## config.mk

```make
export PLATFORM = sky130hd
export DESIGN_NAME = frdr_isqrt
export DESIGN_NICKNAME = d
export VERILOG_FILES = /design/src/hdl/frdr_pkg.sv /design/src/hdl/frdr_isqrt.sv
export SDC_FILE = /design/constraint.sdc
export NUM_CORES = 1
export LEC_CHECK = 0
export BUFFER_PORTS_ARGS = -buffer_cell sky130_fd_sc_hd__buf_2
export CAP_MARGIN = 20
export CORE_UTILIZATION = 25
export DETAILED_ROUTE_END_ITERATION = 7
export SKIP_CTS_REPAIR_TIMING = 1
export SYNTH_ARGS = -nofsm -noshare
export SYNTH_HDL_FRONTEND = slang
export SYNTH_SLANG_ARGS = --single-unit
export TNS_END_PERCENT = 50
```

## constraint.sdc

```tcl
create_clock -name i_clk -period 3.4 [get_ports i_clk]
set_input_delay 0.17 -clock i_clk [delete_from_list [all_inputs] [get_ports i_clk]]
set_output_delay 0.17 -clock i_clk [all_outputs]
set_load 0.01 [all_outputs]
```

## src/hdl/frdr_pkg.sv

```systemverilog
// constants and types for the fresnel dielectric reflectance pipeline
package frdr_pkg;
    localparam int FRAC_BITS   = 15;
    localparam int IOR_W       = 16;
    localparam int OUT_W       = 16;
    localparam int DIV1_STAGES = 15;
    localparam int SQRT_STAGES = 16;
    localparam int RDIV_STAGES = 15;
    localparam int SQ_IN_W     = 31;
    localparam int ROOT_W      = 16;
    localparam int NST         = 56;

    localparam logic [OUT_W-1:0] ONE = 16'd32768;

    localparam logic REG_IOR_INCIDENT = 1'b0;
    localparam logic REG_IOR_TRANSMIT = 1'b1;

    localparam logic [IOR_W-1:0] IOR_INC_RST = 16'd8192;
    localparam logic [IOR_W-1:0] IOR_TRN_RST = 16'd12288;

    typedef struct packed {
        logic [15:0] c;
        logic [15:0] ei;
        logic [15:0] et;
        logic        tir;
    } t_side;
endpackage

```

## src/hdl/frdr_isqrt.sv

```systemverilog
// pipelined integer square root, one result bit per stage
module frdr_isqrt (
    input  logic                        i_clk,
    input  logic                        i_en,
    input  logic [frdr_pkg::SQ_IN_W-1:0] i_v,
    output logic [frdr_pkg::ROOT_W-1:0]  o_root
);
    import frdr_pkg::*;

    logic [SQ_IN_W-1:0] r_v   [0:SQRT_STAGES-1];
    logic [31:0]        r_res [0:SQRT_STAGES-1];

    genvar j;
    generate
        for (j = 0; j < SQRT_STAGES; j++) begin : g_st
            logic [SQ_IN_W-1:0] w_v;
            logic [31:0]        w_res;
            logic [31:0]        w_try;
            logic               w_ge;
            if (j == 0) begin : g_first
                assign w_v   = i_v;
                assign w_res = 32'd0;
            end else begin : g_next
                assign w_v   = r_v[j-1];
                assign w_res = r_res[j-1];
            end
            assign w_try = w_res + (32'd1 << (2 * (SQRT_STAGES - 1 - j)));
            assign w_ge  = {1'b0, w_v} >= w_try;
            always_ff @(posedge i_clk) begin
                if (i_en) begin
                    if (w_ge) begin
                        r_v[j]   <= SQ_IN_W'({1'b0, w_v} - w_try);
                        r_res[j] <= (w_res >> 1) + (32'd1 << (2 * (SQRT_STAGES - 1 - j)));
                    end else begin
                        r_v[j]   <= w_v;
                        r_res[j] <= w_res >> 1;
                    end
                end
            end
        end
    endgenerate

    assign o_root = r_res[SQRT_STAGES-1][ROOT_W-1:0];
endmodule

```

==> flow_summary_export.csv <==
group,metric,value,unit
cells_and_area,area_delta_synth_final,14.8,%
cells_and_area,multi_input_area,9590,µm²
routing,detail_route.first_pass.iterations,5,
die,initial_core_util,25.3,%
routing,wl_per_cell,12.7,µm
timing,slew_headroom,30.1,%
setup_path,rr_startpoint,"r_v[1][171]$_DFFE_PP_",
cells_and_area,fillerInstances,11300,
cells_and_area,antennaDiodeCount,0,
setup_path,critical_path.max_stage_delay,0.87,ns
clocking,clkTransAtPathRegs,0.06,ns
logic_synthesis,yosysMostFrequentCell,"edfxtp_1",
logic_synthesis,yosysTopAreaCellShare,63.3,%
routing,vias_per_cell,4.25,
die,die_y,340,µm
min_path,holdCritStartpoint,"i_en",
clocking,tritoncts,"built",
die,top_level_ports,49,
logic_synthesis,yosys.area.top_type,"edfxtp_1",
power,peakVddDrop,0.000386,V
timing,finalHoldViolCount,0,
placed_design,hpwl,35800,µm
logic_synthesis,ys_ff_latch,601,
die,die_x,340,µm
logic_synthesis,syn_area,28500,µm²
setup_path,r2r_end,"r_v[1][214]$_DFFE_PP_",
global_route,grt_pass1_vias,16300,
timing,fmax,0.304,GHz
setup_path,worstPathRequired,3.75,ns
clocking,cts_made_buffers,54,
logic_synthesis,synth_cell_types,78,
power,power.density,572,nW/µm²
global_route,grt.overflow.total,0,
timing,timing.final.max_slew_violations,0,
min_path,min_to,"r_res[1][194]$_DFFE_PP_",
cells_and_area,seq_area,18000,µm²
logic_synthesis,mappedNetlistNets,2386,
setup_path,r2r_slack,0.11,ns
clocking,worstSkewPairLatency,0.61,ns
logic_synthesis,synthTopCellsByCount,"edfxtp_1 (601), inv_1 (178), nand2_1 (158), ha_1 (148), o21ai_0 (136)",
die,dieArea,115000,µm²
timing,grt_setup_unrepaired,"no",
timing,clock_skew,0.0301,ns
logic_synthesis,synth-edff-count,601,
flow_run,drv_cap,0,
timing,setup_tns,0,ns
cells_and_area,nets,2510,
placed_design,io_buffer_count,48,
clocking,cts_root_buffer,"clkbuf_16",
setup_path,critPathKind,"flip-flop to flip-flop",
clocking,clockBufferDepth,3,
logic_synthesis,avgSynthCellArea,12.9,µm²
logic_synthesis,yosysSeqAreaShare,63.3,%
routing,drc,0,
clocking,clock_sinks,601,
setup_path,cpMaxStageDelayCell,"a2111oi_0",
timing,finalCriticalPeriod,3.29,ns
placed_design,post-place-cells,3741,
timing,fin_crit_sh,96.6,%
global_route,grt_start_max_net_pins,95,
power,p_total,0.0187,W
setup_path,crit_path_max_fanout,7,
global_route,grt_pass1_wl,79000,µm
setup_path,arrival,3.63,ns
setup_path,cp_cell_sequence,"ha_1, nand4_1, nor3_1, nand2_1, o221a_2, a2111oi_0, nand3b_1, xnor2_1",
setup_path,crit_start,"r_v[1][171]$_DFFE_PP_",
timing,setup_viol,0,
routing,wirelength,49000,µm
cells_and_area,final_util,29.0,%
global_route,grt_antenna_before_repair,0,
logic_synthesis,synth_top_cells_by_area,"edfxtp_1 (63%), ha_1 (6.5%), xnor2_1 (2.8%), xor2_1 (2.8%), o21ai_0 (2.4%)",
logic_synthesis,async_flop_share,0,%
min_path,hold_depth,4,
die,rows,123,
cells_and_area,instances_no_fill,3869,
routing,drt-initial-drc-count,759,
routing,ant_nets,0,
setup_path,reg2reg_depth,8,
min_path,min_path_type,"input port to flip-flop",
outcome,status,"finished clean",
placed_design,gp_congestion,0.881,
global_route,track_usage,8.26,%
cells_and_area,layout-drive-gt1-share,8.95,%
logic_synthesis,synth_cells,2204,
setup_path,start_kind,"flip-flop",
power,p_leak,11.9,nW
logic_synthesis,synth_flop_cell,"edfxtp_1",
timing,worstMarginPinSlew,1.02,ns
die,core-area,113000,µm²
routing,vias,16400,
logic_synthesis,ys.warnings.count,0,
clocking,cts_max_level,2,
setup_path,endpoint_kind,"flip-flop",
==> metal layers <==
metal,GRT usage (%),up-vias,wire [µm]
met2,15.8,258,25500
met5,0,-,0
li1,-,8457,-
met1,8.99,7625,20300
met4,2.81,0,1540
met3,1.51,104,1630
==> registers in the layout, summed over array words and instances, names as in the netlist <==
signal and flops:
r_res 136, r_v 465
==> power breakdown <==
group	total, W	switching, W	internal [W]	leakage (nW)
Clock	0.00582	0.00263	0.00318	0.797
Sequential	0.00983	0.000545	0.00928	5.75
Combinational	0.00308	0.00169	0.00139	5.36
==> cell usage in the layout (no fill, tap or decap), types with 23 or more instances in the layout <==
cell type | synthesis | final
edfxtp_1 | 601 | 601
buf_2 | 1 | 47
a21o_1 | 28 | 28
ha_1 | 148 | 148
nor3_1 | 64 | 61
buf_4 | 0 | 41
o21ai_0 | 136 | 136
nor2_1 | 98 | 98
nor4_1 | 64 | 64
nor2b_1 | 24 | 24
nand2b_1 | 26 | 26
dlygate4sd3_1 | 0 | 31
nand3_1 | 34 | 34
clkbuf_16 | 0 | 55
inv_1 | 178 | 178
xnor2_1 | 92 | 92
or3_1 | 29 | 29
nand2_1 | 158 | 158
nor4b_1 | 24 | 23
xor2_1 | 92 | 92
a21oi_1 | 85 | 85
o21a_1 | 30 | 30
==> critical path, delay by kind of cell, from the launching register on <==
family	cells	cell delay, ns
AO/OA/AOI/OAI	2	1.16
AND/OR/NAND/NOR	4	0.88
adder cells (fa/ha/maj)	1	0.43
flip-flops	1	0.41
XOR/XNOR	1	0.17
==> worst max path at each step <==
stage	endpoint	slack (ns)	cells after the start
after detailed placement	r_v[1][164]$_DFFE_PP_	0.23	7
after CTS	r_v[1][164]$_DFFE_PP_	0.23	7
after global routing	r_v[1][214]$_DFFE_PP_	0.008	8
after floorplan	r_v[1][167]$_DFFE_PP_	0.24	8
after global placement	r_v[1][133]$_DFFE_PP_	0.20	10
final	r_v[1][214]$_DFFE_PP_	0.11	8
==> kinds of logic (layout without fill, tap and decap cells) <==
family / after synthesis / after routing / share of synthesized area (%)
DFF: 601 / 601 / 63.3
AOI/OAI and AO/OA: 387 / 387 / 8.57
and+or+nand+nor: 619 / 619 / 11.5
buffers and inverters: 231 / 396 / 3.13
adders and majority gates: 149 / 149 / 6.57
xor gates and xnor gates: 184 / 184 / 5.65
muxes: 33 / 33 / 1.25
==> cell type report <==
| cell class | count | area share, % |
|---|---|---|
| multi-input combinational | 1372 | 29.3 |
| tap | 1500 | 5.74 |
| clock buffer | 66 | 4.33 |
| timing repair buffer | 121 | 2.72 |
| clock inverter | 31 | 0.715 |
| sequential | 601 | 55.2 |
| inverter | 178 | 2.04 |
==> per-stage QoR <==
step,setup WS (ns),hold slack (ns),area [µm²]
2_1_floorplan,0.236,0.269,28500
3_3_place_gp,0.202,0.347,30800
3_5_place_dp,0.227,0.348,30800
4_1_cts,0.227,-0.306,32400
5_1_grt,0.00832,0.120,32700
6_report,0.114,0.110,32700
(Power assumes the default switching activity.)
